<file path="src/rtl/lldpv_pkg.sv">
// shared types, codes and constants of the lldp pdu validator
`default_nettype none

package lldpv_pkg;

	// largest pdu in bytes; offset counter saturates here
	localparam int MAX_PDU_BYTES = 1500;
	localparam int OFS_W         = $clog2(MAX_PDU_BYTES + 1);

	// register file
	localparam int APB_AW = 4;
	localparam int APB_DW = 32;
	localparam logic [1:0] REG_CHASSIS_MIN = 2'd0;
	localparam logic [1:0] REG_CHASSIS_MAX = 2'd1;
	localparam logic [1:0] REG_PORT_MIN    = 2'd2;
	localparam logic [1:0] REG_PORT_MAX    = 2'd3;

	// tlv type codes
	localparam logic [6:0] TLV_END      = 7'd0;
	localparam logic [6:0] TLV_CHASSIS  = 7'd1;
	localparam logic [6:0] TLV_PORT     = 7'd2;
	localparam logic [6:0] TLV_TTL      = 7'd3;
	localparam logic [6:0] TLV_OPT_LO   = 7'd4;
	localparam logic [6:0] TLV_OPT_HI   = 7'd8;
	localparam logic [6:0] TLV_ORG      = 7'd127;

	// tlv position inside the pdu
	localparam logic [1:0] ORD_CHASSIS  = 2'd0;
	localparam logic [1:0] ORD_PORT     = 2'd1;
	localparam logic [1:0] ORD_TTL      = 2'd2;
	localparam logic [1:0] ORD_OPTIONAL = 2'd3;

	// result kinds
	localparam logic [1:0] KIND_CHASSIS = 2'd0;
	localparam logic [1:0] KIND_PORT    = 2'd1;
	localparam logic [1:0] KIND_VERDICT = 2'd2;

	typedef enum logic [9:0] {
		PH_HDR_HI = 10'b00_0000_0001,
		PH_HDR_LO = 10'b00_0000_0010,
		PH_CH_SUB = 10'b00_0000_0100,
		PH_CH_ID  = 10'b00_0000_1000,
		PH_PT_SUB = 10'b00_0001_0000,
		PH_PT_ID  = 10'b00_0010_0000,
		PH_TTL_HI = 10'b00_0100_0000,
		PH_TTL_LO = 10'b00_1000_0000,
		PH_SKIP   = 10'b01_0000_0000,
		PH_IGNORE = 10'b10_0000_0000
	} phase_t;

	typedef struct packed {
		logic [7:0] data_byte;
		logic       last_byte;
	} pdu_t;

	typedef struct packed {
		logic [1:0]  kind;
		logic [7:0]  id_byte;
		logic        status;
		logic [7:0]  chassis_subtype;
		logic [7:0]  chassis_id_len;
		logic [7:0]  port_subtype;
		logic [7:0]  port_id_len;
		logic [15:0] ttl_seconds;
	} result_t;

	typedef struct packed {
		logic [7:0] chassis_min_len;
		logic [7:0] chassis_max_len;
		logic [7:0] port_min_len;
		logic [7:0] port_max_len;
	} cfg_t;

endpackage

`default_nettype wire

</file>
<file path="src/rtl/lldpv_parser.sv">
// tlv parser state and per-byte next-state logic
`default_nettype none

module lldpv_parser (
	input  wire                    clk,
	input  wire                    arst_n,
	input  wire                    accept,
	input  lldpv_pkg::pdu_t        pdu,
	input  lldpv_pkg::cfg_t        cfg,
	output logic                   res_vld,
	output lldpv_pkg::result_t     res
);

	lldpv_pkg::phase_t phase_q, n_phase, cur;
	logic [1:0]                  ord_q, n_ord;
	logic [7:0]                  hh_q, n_hh;
	logic [8:0]                  bl_q, n_bl, bl_dec, len;
	logic [lldpv_pkg::OFS_W-1:0] ofs_q, n_ofs;
	logic [7:0]                  csub_q, n_csub, clen_q, n_clen;
	logic [7:0]                  psub_q, n_psub, plen_q, n_plen;
	logic [15:0]                 ttl_q, n_ttl;
	logic                        err_q, n_err, end_q, n_end;
	logic                        ovf, is_body, emit;
	lldpv_pkg::phase_t           body_tgt;
	logic [6:0]                  ttype;
	logic [7:0]                  b;

	assign b      = pdu.data_byte;
	assign len    = {hh_q[0], b};
	assign ttype  = hh_q[7:1];
	assign bl_dec = bl_q - 9'd1;

	always_comb begin
		n_phase  = phase_q;
		n_ord    = ord_q;
		n_hh     = hh_q;
		n_bl     = bl_q;
		n_ofs    = ofs_q;
		n_csub   = csub_q;
		n_clen   = clen_q;
		n_psub   = psub_q;
		n_plen   = plen_q;
		n_ttl    = ttl_q;
		n_err    = err_q;
		n_end    = end_q;
		is_body  = 1'b0;
		body_tgt = phase_q;
		res      = '0;

		// overlong pdu before the end tlv
		ovf = !end_q && !err_q && (ofs_q >= lldpv_pkg::OFS_W'(lldpv_pkg::MAX_PDU_BYTES));
		cur = ovf ? lldpv_pkg::PH_IGNORE : phase_q;
		if (ovf) begin
			n_err   = 1'b1;
			n_phase = lldpv_pkg::PH_IGNORE;
		end
		if (ofs_q < lldpv_pkg::OFS_W'(lldpv_pkg::MAX_PDU_BYTES)) begin
			n_ofs = ofs_q + 1'b1;
		end

		case (cur)
			lldpv_pkg::PH_HDR_HI: begin
				n_hh    = b;
				n_phase = lldpv_pkg::PH_HDR_LO;
			end
			lldpv_pkg::PH_HDR_LO: begin
				n_bl = len;
				case (ord_q)
					lldpv_pkg::ORD_CHASSIS: begin
						if (ttype != lldpv_pkg::TLV_CHASSIS
							|| len < ({1'b0, cfg.chassis_min_len} + 9'd1)
							|| len > ({1'b0, cfg.chassis_max_len} + 9'd1)) begin
							n_err   = 1'b1;
							n_phase = lldpv_pkg::PH_IGNORE;
						end else begin
							n_phase = lldpv_pkg::PH_CH_SUB;
						end
					end
					lldpv_pkg::ORD_PORT: begin
						if (ttype != lldpv_pkg::TLV_PORT
							|| len < ({1'b0, cfg.port_min_len} + 9'd1)
							|| len > ({1'b0, cfg.port_max_len} + 9'd1)) begin
							n_err   = 1'b1;
							n_phase = lldpv_pkg::PH_IGNORE;
						end else begin
							n_phase = lldpv_pkg::PH_PT_SUB;
						end
					end
					lldpv_pkg::ORD_TTL: begin
						if (ttype != lldpv_pkg::TLV_TTL || len != 9'd2) begin
							n_err   = 1'b1;
							n_phase = lldpv_pkg::PH_IGNORE;
						end else begin
							n_phase = lldpv_pkg::PH_TTL_HI;
						end
					end
					default: begin
						if (ttype == lldpv_pkg::TLV_END) begin
							if (len != 9'd0) begin
								n_err = 1'b1;
							end else begin
								n_end = 1'b1;
							end
							n_phase = lldpv_pkg::PH_IGNORE;
						end else if ((ttype >= lldpv_pkg::TLV_OPT_LO
							&& ttype <= lldpv_pkg::TLV_OPT_HI)
							|| ttype == lldpv_pkg::TLV_ORG) begin
							n_phase = (len == 9'd0) ? lldpv_pkg::PH_HDR_HI
							                        : lldpv_pkg::PH_SKIP;
						end else begin
							n_err   = 1'b1;
							n_phase = lldpv_pkg::PH_IGNORE;
						end
					end
				endcase
			end
			lldpv_pkg::PH_CH_SUB: begin
				n_csub   = b;
				is_body  = 1'b1;
				body_tgt = lldpv_pkg::PH_CH_ID;
			end
			lldpv_pkg::PH_CH_ID: begin
				is_body  = 1'b1;
				body_tgt = lldpv_pkg::PH_CH_ID;
			end
			lldpv_pkg::PH_PT_SUB: begin
				n_psub   = b;
				is_body  = 1'b1;
				body_tgt = lldpv_pkg::PH_PT_ID;
			end
			lldpv_pkg::PH_PT_ID: begin
				is_body  = 1'b1;
				body_tgt = lldpv_pkg::PH_PT_ID;
			end
			lldpv_pkg::PH_TTL_HI: begin
				n_ttl    = {b, 8'd0};
				is_body  = 1'b1;
				body_tgt = lldpv_pkg::PH_TTL_LO;
			end
			lldpv_pkg::PH_TTL_LO: begin
				n_ttl    = {ttl_q[15:8], b};
				is_body  = 1'b1;
				body_tgt = lldpv_pkg::PH_TTL_LO;
			end
			lldpv_pkg::PH_SKIP: begin
				is_body  = 1'b1;
				body_tgt = lldpv_pkg::PH_SKIP;
			end
			default: begin
			end
		endcase

		// end of a body byte: back to header parsing when the tlv is used up
		if (is_body) begin
			n_bl = bl_dec;
			if (bl_dec == 9'd0) begin
				n_phase = lldpv_pkg::PH_HDR_HI;
				if (ord_q != lldpv_pkg::ORD_OPTIONAL) begin
					n_ord = ord_q + 2'd1;
				end
			end else begin
				n_phase = body_tgt;
			end
		end

		emit = !pdu.last_byte
			&& (cur == lldpv_pkg::PH_CH_ID || cur == lldpv_pkg::PH_PT_ID);

		if (pdu.last_byte) begin
			res.kind            = lldpv_pkg::KIND_VERDICT;
			res.status          = n_err || !n_end;
			res.chassis_subtype = n_csub;
			res.chassis_id_len  = n_clen;
			res.port_subtype    = n_psub;
			res.port_id_len     = n_plen;
			res.ttl_seconds     = n_ttl;
			n_phase = lldpv_pkg::PH_HDR_HI;
			n_ord   = '0;
			n_hh    = '0;
			n_bl    = '0;
			n_ofs   = '0;
			n_csub  = '0;
			n_clen  = '0;
			n_psub  = '0;
			n_plen  = '0;
			n_ttl   = '0;
			n_err   = 1'b0;
			n_end   = 1'b0;
		end else if (emit) begin
			res.id_byte = b;
			if (cur == lldpv_pkg::PH_CH_ID) begin
				res.kind = lldpv_pkg::KIND_CHASSIS;
				n_clen   = clen_q + 8'd1;
			end else begin
				res.kind = lldpv_pkg::KIND_PORT;
				n_plen   = plen_q + 8'd1;
			end
		end

		res_vld = pdu.last_byte || emit;
	end

	always_ff @(posedge clk or negedge arst_n) begin
		if (!arst_n) begin
			phase_q <= lldpv_pkg::PH_HDR_HI;
			ord_q   <= '0;
			hh_q    <= '0;
			bl_q    <= '0;
			ofs_q   <= '0;
			csub_q  <= '0;
			clen_q  <= '0;
			psub_q  <= '0;
			plen_q  <= '0;
			ttl_q   <= '0;
			err_q   <= 1'b0;
			end_q   <= 1'b0;
		end else if (accept) begin
			phase_q <= n_phase;
			ord_q   <= n_ord;
			hh_q    <= n_hh;
			bl_q    <= n_bl;
			ofs_q   <= n_ofs;
			csub_q  <= n_csub;
			clen_q  <= n_clen;
			psub_q  <= n_psub;
			plen_q  <= n_plen;
			ttl_q   <= n_ttl;
			err_q   <= n_err;
			end_q   <= n_end;
		end
	end

	a_end_parks: assert property (@(posedge clk) disable iff (!arst_n)
		end_q |-> phase_q == lldpv_pkg::PH_IGNORE)
		else $error("end tlv seen but parser not parked");
	a_err_parks: assert property (@(posedge clk) disable iff (!arst_n)
		err_q |-> phase_q == lldpv_pkg::PH_IGNORE)
		else $error("error flagged but parser not parked");
	a_ofs_sat: assert property (@(posedge clk) disable iff (!arst_n)
		ofs_q <= lldpv_pkg::OFS_W'(lldpv_pkg::MAX_PDU_BYTES))
		else $error("byte offset past saturation");
	a_verdict_clears: assert property (@(posedge clk) disable iff (!arst_n)
		accept && pdu.last_byte |=> ofs_q == '0 && !err_q && !end_q)
		else $error("pdu state not cleared after verdict");

endmodule

`default_nettype wire

</file>
<file path="src/rtl/lldp_pdu_validator_unit.sv">
// top level of the lldp pdu validator: register file, parser and result buffer
`default_nettype none

// LLDP PDU validator. A PDU enters one byte per request on the pdu channel, the
// last byte flagged by last_byte, and one byte is taken every cycle as long as
// the result side keeps up. Each chassis or port ID byte produces one result
// (kind 0 or 1) and the last byte of the PDU produces the verdict (kind 2)
// carrying status, the ID subtypes, the number of ID bytes emitted and the TTL;
// other bytes produce no result. A result enters the result register in the
// cycle after its byte is accepted when that register is free, else it waits in
// the skid entry. The result side is a two-entry buffer
// (output register plus skid), so pdu_stall rises only when both entries are
// full; a single combinational parse step sits between the parser state
// registers and the result register. The ID length limits are
// written through the APB port (chassis min at 0x0, chassis max at 0x4, port
// min at 0x8, port max at 0xc, low 8 bits used) and should only be changed
// while no PDU is in flight.

module lldp_pdu_validator_unit (
	input  wire                                clk,
	input  wire                                arst_n,
	// configuration port
	input  wire                                psel,
	input  wire                                penable,
	input  wire                                pwrite,
	input  wire  [lldpv_pkg::APB_AW-1:0]       paddr,
	input  wire  [lldpv_pkg::APB_DW-1:0]       pwdata,
	output logic [lldpv_pkg::APB_DW-1:0]       prdata,
	output logic                               pready,
	// pdu byte stream
	input  wire                                pdu_valid,
	output logic                               pdu_stall,
	input  lldpv_pkg::pdu_t                    pdu,
	// results
	output logic                               result_valid,
	input  wire                                result_stall,
	output lldpv_pkg::result_t                 result
);

	lldpv_pkg::cfg_t    cfg_q;
	lldpv_pkg::result_t res, out_q, skid_q;
	logic               res_vld, out_vld_q, skid_vld_q;
	logic               pdu_acc, push, out_free, cfg_wr;
	logic [1:0]         reg_idx;

	// register file, word addressed
	assign pready  = 1'b1;
	assign reg_idx = paddr[3:2];
	assign cfg_wr  = psel && penable && pwrite && pready;

	always_ff @(posedge clk or negedge arst_n) begin
		if (!arst_n) begin
			cfg_q.chassis_min_len <= 8'd1;
			cfg_q.chassis_max_len <= 8'd255;
			cfg_q.port_min_len    <= 8'd1;
			cfg_q.port_max_len    <= 8'd255;
		end else if (cfg_wr) begin
			case (reg_idx)
				lldpv_pkg::REG_CHASSIS_MIN: cfg_q.chassis_min_len <= pwdata[7:0];
				lldpv_pkg::REG_CHASSIS_MAX: cfg_q.chassis_max_len <= pwdata[7:0];
				lldpv_pkg::REG_PORT_MIN:    cfg_q.port_min_len    <= pwdata[7:0];
				lldpv_pkg::REG_PORT_MAX:    cfg_q.port_max_len    <= pwdata[7:0];
				default: begin
				end
			endcase
		end
	end

	// read back, zero extended
	always_comb begin
		case (reg_idx)
			lldpv_pkg::REG_CHASSIS_MIN: prdata = {24'd0, cfg_q.chassis_min_len};
			lldpv_pkg::REG_CHASSIS_MAX: prdata = {24'd0, cfg_q.chassis_max_len};
			lldpv_pkg::REG_PORT_MIN:    prdata = {24'd0, cfg_q.port_min_len};
			lldpv_pkg::REG_PORT_MAX:    prdata = {24'd0, cfg_q.port_max_len};
			default:                    prdata = '0;
		endcase
	end

	// a byte is taken whenever the skid entry is free
	assign pdu_stall = skid_vld_q;
	assign pdu_acc   = pdu_valid && !pdu_stall;

	lldpv_parser u_parser (
		.clk     (clk),
		.arst_n  (arst_n),
		.accept  (pdu_acc),
		.pdu     (pdu),
		.cfg     (cfg_q),
		.res_vld (res_vld),
		.res     (res)
	);

	assign push     = pdu_acc && res_vld;
	// output register empties or is taken this cycle
	assign out_free = !out_vld_q || !result_stall;

	always_ff @(posedge clk or negedge arst_n) begin
		if (!arst_n) begin
			out_vld_q  <= 1'b0;
			skid_vld_q <= 1'b0;
		end else if (out_free) begin
			// skid drains first; no new result can arrive while it is full
			out_vld_q  <= skid_vld_q || push;
			skid_vld_q <= 1'b0;
		end else if (push) begin
			skid_vld_q <= 1'b1;
		end
	end

	always_ff @(posedge clk) begin
		if (out_free) begin
			out_q <= skid_vld_q ? skid_q : res;
		end
		if (!out_free && push) begin
			skid_q <= res;
		end
	end

	assign result_valid = out_vld_q;
	assign result       = out_q;

	a_skid_behind_out: assert property (@(posedge clk) disable iff (!arst_n)
		skid_vld_q |-> out_vld_q)
		else $error("skid entry held with empty output register");
	a_no_push_when_full: assert property (@(posedge clk) disable iff (!arst_n)
		skid_vld_q && result_stall |=> skid_vld_q && $stable(skid_q))
		else $error("skid entry overwritten while stalled");
	a_id_status_clear: assert property (@(posedge clk) disable iff (!arst_n)
		result_valid && result.kind != lldpv_pkg::KIND_VERDICT |-> !result.status
			&& result.ttl_seconds == 16'd0)
		else $error("verdict fields set on an id byte result");

endmodule

`default_nettype wire
</file>
<file path="config.mk">
export PLATFORM = sky130hd
export DESIGN_NAME = lldp_pdu_validator_unit
export DESIGN_NICKNAME = d
export VERILOG_FILES = /design/src/rtl/lldpv_pkg.sv /design/src/rtl/lldpv_parser.sv /design/src/rtl/lldp_pdu_validator_unit.sv
export SDC_FILE = /design/constraint.sdc
export NUM_CORES = 1
export LEC_CHECK = 0
export ABC_AREA = 1
export ABC_CLOCK_PERIOD_IN_PS = 5200
export BUFFER_PORTS_ARGS = -buffer_cell sky130_fd_sc_hd__buf_4
export CORE_MARGIN = 10
export CORE_UTILIZATION = 47
export DETAILED_ROUTE_END_ITERATION = 8
export PLACE_DENSITY = 0.79
export SYNTH_ARGS = -nofsm -noshare
export SYNTH_HDL_FRONTEND = slang
export SYNTH_HIERARCHICAL = 1
export SYNTH_SLANG_ARGS = --single-unit
</file>
<file path="constraint.sdc">
create_clock -name clk -period 5.2 [get_ports clk]
set_clock_uncertainty 0.15 [all_clocks]
set_input_delay 1.04 -clock clk [delete_from_list [all_inputs] [get_ports clk]]
set_output_delay 1.04 -clock clk [all_outputs]
set_load 0.01 [all_outputs]
</file>
# ---- After elaboration in Yosys (flattened, before gate mapping)
# Index checks and enable logic that the tools add are counted.
dict set report op_classes {
  n_mux 61
  addsub 9
  n_lt_le_gt_ge 8
  reduce_logical 59
  eq_ne 22
}
# op count
set ops {}
lappend ops {{32-bit one-hot mux with 4 select lines} 1}
lappend ops {{8-bit 2-to-1 mux} 13}
lappend ops {{10-bit 2-to-1 mux} 9}
lappend ops {{59-bit 2-to-1 mux} 1}
lappend ops {{49-bit 2-to-1 mux} 1}
lappend ops {{9-bit 2-to-1 mux} 5}
lappend ops {{10-bit one-hot mux with 4 select lines} 1}
lappend ops {{8-bit by 1-bit adder with 9-bit output, second input constant} 4}
lappend ops {{16-bit one-hot mux with 2 select lines} 1}
lappend ops {{10-bit one-hot mux with 3 select lines} 1}
lappend ops {{11-bit 2-to-1 mux} 2}
lappend ops {{10-bit one-hot mux with 2 select lines} 1}
lappend ops {{9-bit greater-than comparator} 2}
lappend ops {{9-bit logical NOT} 2}
lappend ops {{9-bit < comparator} 2}
lappend ops {{1-bit 2-to-1 mux} 18}
lappend ops {{8-bit by 1-bit adder with 8-bit output, second input constant} 2}
lappend ops {{16-bit 2-to-1 mux} 1}
lappend ops {{2-bit AND reduction} 8}
lappend ops {{2-bit nonzero test} 8}
lappend ops {{7-bit by 2-bit inequality test with 1-bit output, second input constant} 2}
lappend ops {{11-bit by 1-bit adder with 11-bit output, second input constant} 1}
lappend ops {{11-bit greater-or-equal comparator, second input constant} 1}
lappend ops {{1-bit logical OR} 11}
lappend ops {{34 further kinds} 61}
dict set report word_totals {
  regBits 242
  wordCells 193
  inputBits 52
  out_inout_bits 94
}

# ---- Logic depth before layout (Yosys ltp)
dict set report depth {
  depth_word 11
  depth_mapped 23
  depth_no_buf 23
}

# ---- By module
# Netlist, hierarchy kept.
# module area_each_um2 cells_per_inst instances
set modules_own_cells {}
lappend modules_own_cells {lldpv_parser 6846.6 954 1}
lappend modules_own_cells {lldp_pdu_validator_unit 6157.2 540 1}

# ---- Worst setup path after synthesis
# OpenSTA, ideal clock, no wires.
dict set report synth_timing {
  path_type {input to register}
  start {input result_stall}
  end {register skid_q[0] (netlist name), enable pin}
  setup_time_ps 477
  required_time_ps 4573
  n_path_buf 0
  arrival_ps 5042
  slack_ps -469
  cell_stages 2
  cell_sequence {nand2_1 -> nor2_1}
}
dict set report synth_via {
  elab_chain_len 4
}
# element line
set synth_rtl {}
lappend synth_rtl {{start: declaration} lldp_pdu_validator_unit.sv:36} ;# input wire result_stall,
lappend synth_rtl {{1-bit logical NOT} lldp_pdu_validator_unit.sv:96} ;# assign out_free = !out_vld_q || !result_stall;
lappend synth_rtl {{1-bit logical OR} lldp_pdu_validator_unit.sv:96}
lappend synth_rtl {{1-bit logical NOT} lldp_pdu_validator_unit.sv:115} ;# if (!out_free && push) begin
lappend synth_rtl {{1-bit logical AND} lldp_pdu_validator_unit.sv:115}
lappend synth_rtl {{end signal: assignment} lldp_pdu_validator_unit.sv:116} ;# skid_q <= res;
lappend synth_rtl {{end: declaration} lldp_pdu_validator_unit.sv:41} ;# lldpv_pkg::result_t res, out_q, skid_q;
# No other way between the ends.
# A chain may end at the register's enable or synchronous reset.

==> run summary <==
Outcome -> finished, final reports clean
TritonCTS clock tree -> yes
Gpl congestion -> 0.938
Tot GR Track Use -> 0.167
Layout area overhead -> 14.5%
Startpoint Class -> register
# Post-CTS Setup Buffers -> 0
Arrival time at the worst endpoint -> 3.46 ns
Core area -> 27100 µm²
Synthesized flop and latch total -> 242
RR Endpoint -> result[48]$_DFFE_PN_
Vias in the first global route -> 9967
Mapped Cells -> 1494
Vias per cell -> 5.22
Warnings, synthesis -> 6
Initial antenna violation count -> 1
Clock latency on the worst-skew pair -> 0.53 ns
Antenna fix cells -> 0
DRT antenna net count -> 0
Post-CTS Hold Buffers -> 0
# rows -> 60
Setup crit end -> result[48]$_DFFE_PN_
Met3 usage -> 0.0307
Fillers -> 2327
Clock slew at reported path FFs -> 0.06 ns
Hold Path Stages -> 2
CP required -> 5.34 ns
Final hold slack -> 0.350 ns
Grt peak-use layer -> met2
Mean Syn Cell Area -> 8.70 µm²
Synth cell types -> 49
Hold WC Path Type -> reg2reg
Die height -> 186 µm
Final WL -> 30200 µm
Wire length of the first global-routing pass -> 49800 µm
R2r startpoint -> cfg_q[8]$_DFFE_PN1P_
Post-synth top cells -> nand2_1 (501), inv_1 (138), edfxtp_1 (118)
Post-layout min period -> 3.32 ns
Max VDD drop -> 0.000226 V
Crit path max fanout -> 5
Largest net degree at the start of global routing -> 63
Static Leak -> 7.03 nW
Synth area leader -> edfxtp_1
Worst setup EP type -> register
CP Cell Sequence -> ha_1 -> nand3_1 -> nand3b_1 -> nand3b_1 -> ha_1 -> nand2_1 -> nor2_1 -> o211ai_1 -> nand3_1 -> nand2_1 -> inv_1 -> nand2_1 -> nand2_1 -> nand3_1 -> nand3_1 -> nand2_1 -> nand2_1 -> nand3_1 -> nand2_1 -> inv_1 -> nand2_1 -> nand2_1
Htree depth -> 1
Longest Clk Path Bufs -> 3
Die ar. -> 34700 µm²
Post_cts resized -> 0
Hold Fails Final Rpt -> 0
Slowest stage delay, CP -> 0.58 ns
Vias -> 10300
Post-DP HPWL -> 20600 µm
Tcrit/Tclk final -> 0.639
Clock Sinks -> 242
Mapped Area -> 13000 µm²
CTS buffer count -> 26
Drt pass-1 iters -> 6
# nets final -> 1681
Setup tns final -> 0 ns
Met2 Usage GRT -> 0.276
Max frequency -> 301 MHz
Power Density -> 353 nW/µm²
Crit Path Class -> reg2reg
Initial DRC count -> 908
Routed len/inst -> 15.3 µm
Input/output buffers -> 94
Crit-path slowest cell -> dfstp_2
Multi-input gate area -> 5460 µm²
Reg area -> 6670 µm²
Global Route met1 Usage -> 0.220
DRC violations left -> 0
CP Launch Point -> cfg_q[8]$_DFFE_PN1P_
Die width -> 186 µm
Slew @ Worst Pin -> 1.06 ns
Ys async rst share -> 0.512
RSZ-0062 raised after global routing -> no
CTS root buf -> clkbuf_16
R2R cell count -> 22
Initial Util -> 0.480
Slew margin rel. -> 0.294
Synth area leaders -> edfxtp_1 (27%), dfrtp_1 (20%), nand2_1 (14%)
Share of layout cells above drive strength 1 -> 0.135
Post-synth EDFFs -> 118
Post-synth top flop -> edfxtp_1
Max-cap violations -> 0
Reg2Reg Setup Slack -> 1.88 ns
Most used cell along the critical path -> nand2_1
Slew Viols, Final -> 0
Sequential fraction of the synthesis area -> 0.513
Total I/O pin count -> 146
Cell with the most instances after synthesis -> nand2_1
Final Setup Violations -> 0
Synth top area share -> 0.272
GR Overflow Total -> 0
==> metal layers <==
layer | vias to the layer above | part of all wire
li1 | 5068 | -
met1 | 4834 | 0.44
met2 | 345 | 0.47
met3 | 49 | 0.067
met4 | 0 | 0.018
met5 | - | 0
==> worst max-delay path, delay by kind of cell (launching register included) <==
family,cells,cell delay [ns]
adder cells (fa/ha/maj),2,0.49
AND/OR/NAND/NOR,17,1.62
buffers and inverters,2,0.12
flip-flops,1,0.58
AO/OA/AOI/OAI,1,0.11
==> per-stage QoR <==
stage | worst slack, ns | std cells | area [µm²] | total power [mW] | util
floorplan | 0.223 | 1517 | 13100 | 2.93 | -
global route | 1.53 | 1972 | 14900 | 5.50 | 0.549
CTS | 1.87 | 1972 | 14900 | 5.29 | 0.549
detailed placement | 1.87 | 1924 | 13900 | 3.24 | 0.514
global placement | 1.88 | 1924 | 13900 | 3.20 | 0.514
finish | 1.88 | 1972 | 14900 | 5.25 | 0.549
==> how the worst min path moves through the flow <==
| stage | end | slack (ns) | startpoint |
|---|---|---|---|
| floorplan | u_parser/bl_q[1]$_DFFE_PN0P_ | 0.31 | u_parser/bl_q[1]$_DFFE_PN0P_ |
| global placement | u_parser/bl_q[1]$_DFFE_PN0P_ | 0.33 | u_parser/bl_q[1]$_DFFE_PN0P_ |
| detailed placement | u_parser/bl_q[8]$_DFFE_PN0P_ | 0.34 | u_parser/bl_q[8]$_DFFE_PN0P_ |
| CTS | cfg_q[1]$_DFFE_PN1P_ | 0.35 | cfg_q[1]$_DFFE_PN1P_ |
| global route | cfg_q[4]$_DFFE_PN1P_ | 0.37 | cfg_q[4]$_DFFE_PN1P_ |
| finish | cfg_q[4]$_DFFE_PN1P_ | 0.35 | cfg_q[4]$_DFFE_PN1P_ |
==> cells by family (layout without fill, tap and decap cells) <==
family | after synthesis | count (layout) | synth area share
adders and majority gates | 49 | 49 | 0.0471
other | 2 | 25 | 0.000578
buffers and inverters | 214 | 297 | 0.0745
and+or+nand+nor | 785 | 785 | 0.264
AOI/OAI and AO/OA | 164 | 164 | 0.0755
DFF | 242 | 242 | 0.513
xor gates and xnor gates | 38 | 38 | 0.0256
==> state kept, by name (all words and copies together), names as in the netlist <==
register and count:
u_parser/err_q 1, result 59, u_parser/ofs_q 11, u_parser/bl_q 9, u_parser/plen_q 8, u_parser/ord_q 2
u_parser/phase_q 10, u_parser/csub_q 8, u_parser/clen_q 8, u_parser/ttl_q 16, u_parser/hh_q 8, cfg_q 32
result_valid 1, pdu_stall 1, skid_q 59, u_parser/psub_q 8, u_parser/end_q 1
==> where the power goes <==
group / switching (mW) / internal (mW)
Combinational: 0.535 / 0.329
Clock: 0.760 / 1.29
Sequential: 0.151 / 2.19
Total: 1.45 / 3.81
==> placed cells by master (no fill, tap or decap), types with 27 or more instances in the layout <==
cell       netlist  routed
nor2_1          99      97
a21oi_1         28      28
o21ai_0         67      67
o22ai_1         40      40
nand3_1         84      84
nand2_1        501     500
clkbuf_16        0      27
buf_4           31     103
dfrtp_1        105     104
xor2_1          29      29
ha_1            49      49
edfxtp_1       118     118
inv_1          138     137
==> area by class of cell <==
cell class                 count  share of cell area
timing repair buffer         103              0.0520
tap                          372              0.0313
inverter                     146              0.0368
clock inverter                15              0.0157
sequential                   242               0.448
multi-input combinational   1061               0.367
clock buffer                  33              0.0489
Note: power is estimated with default switching activity, not from simulation.
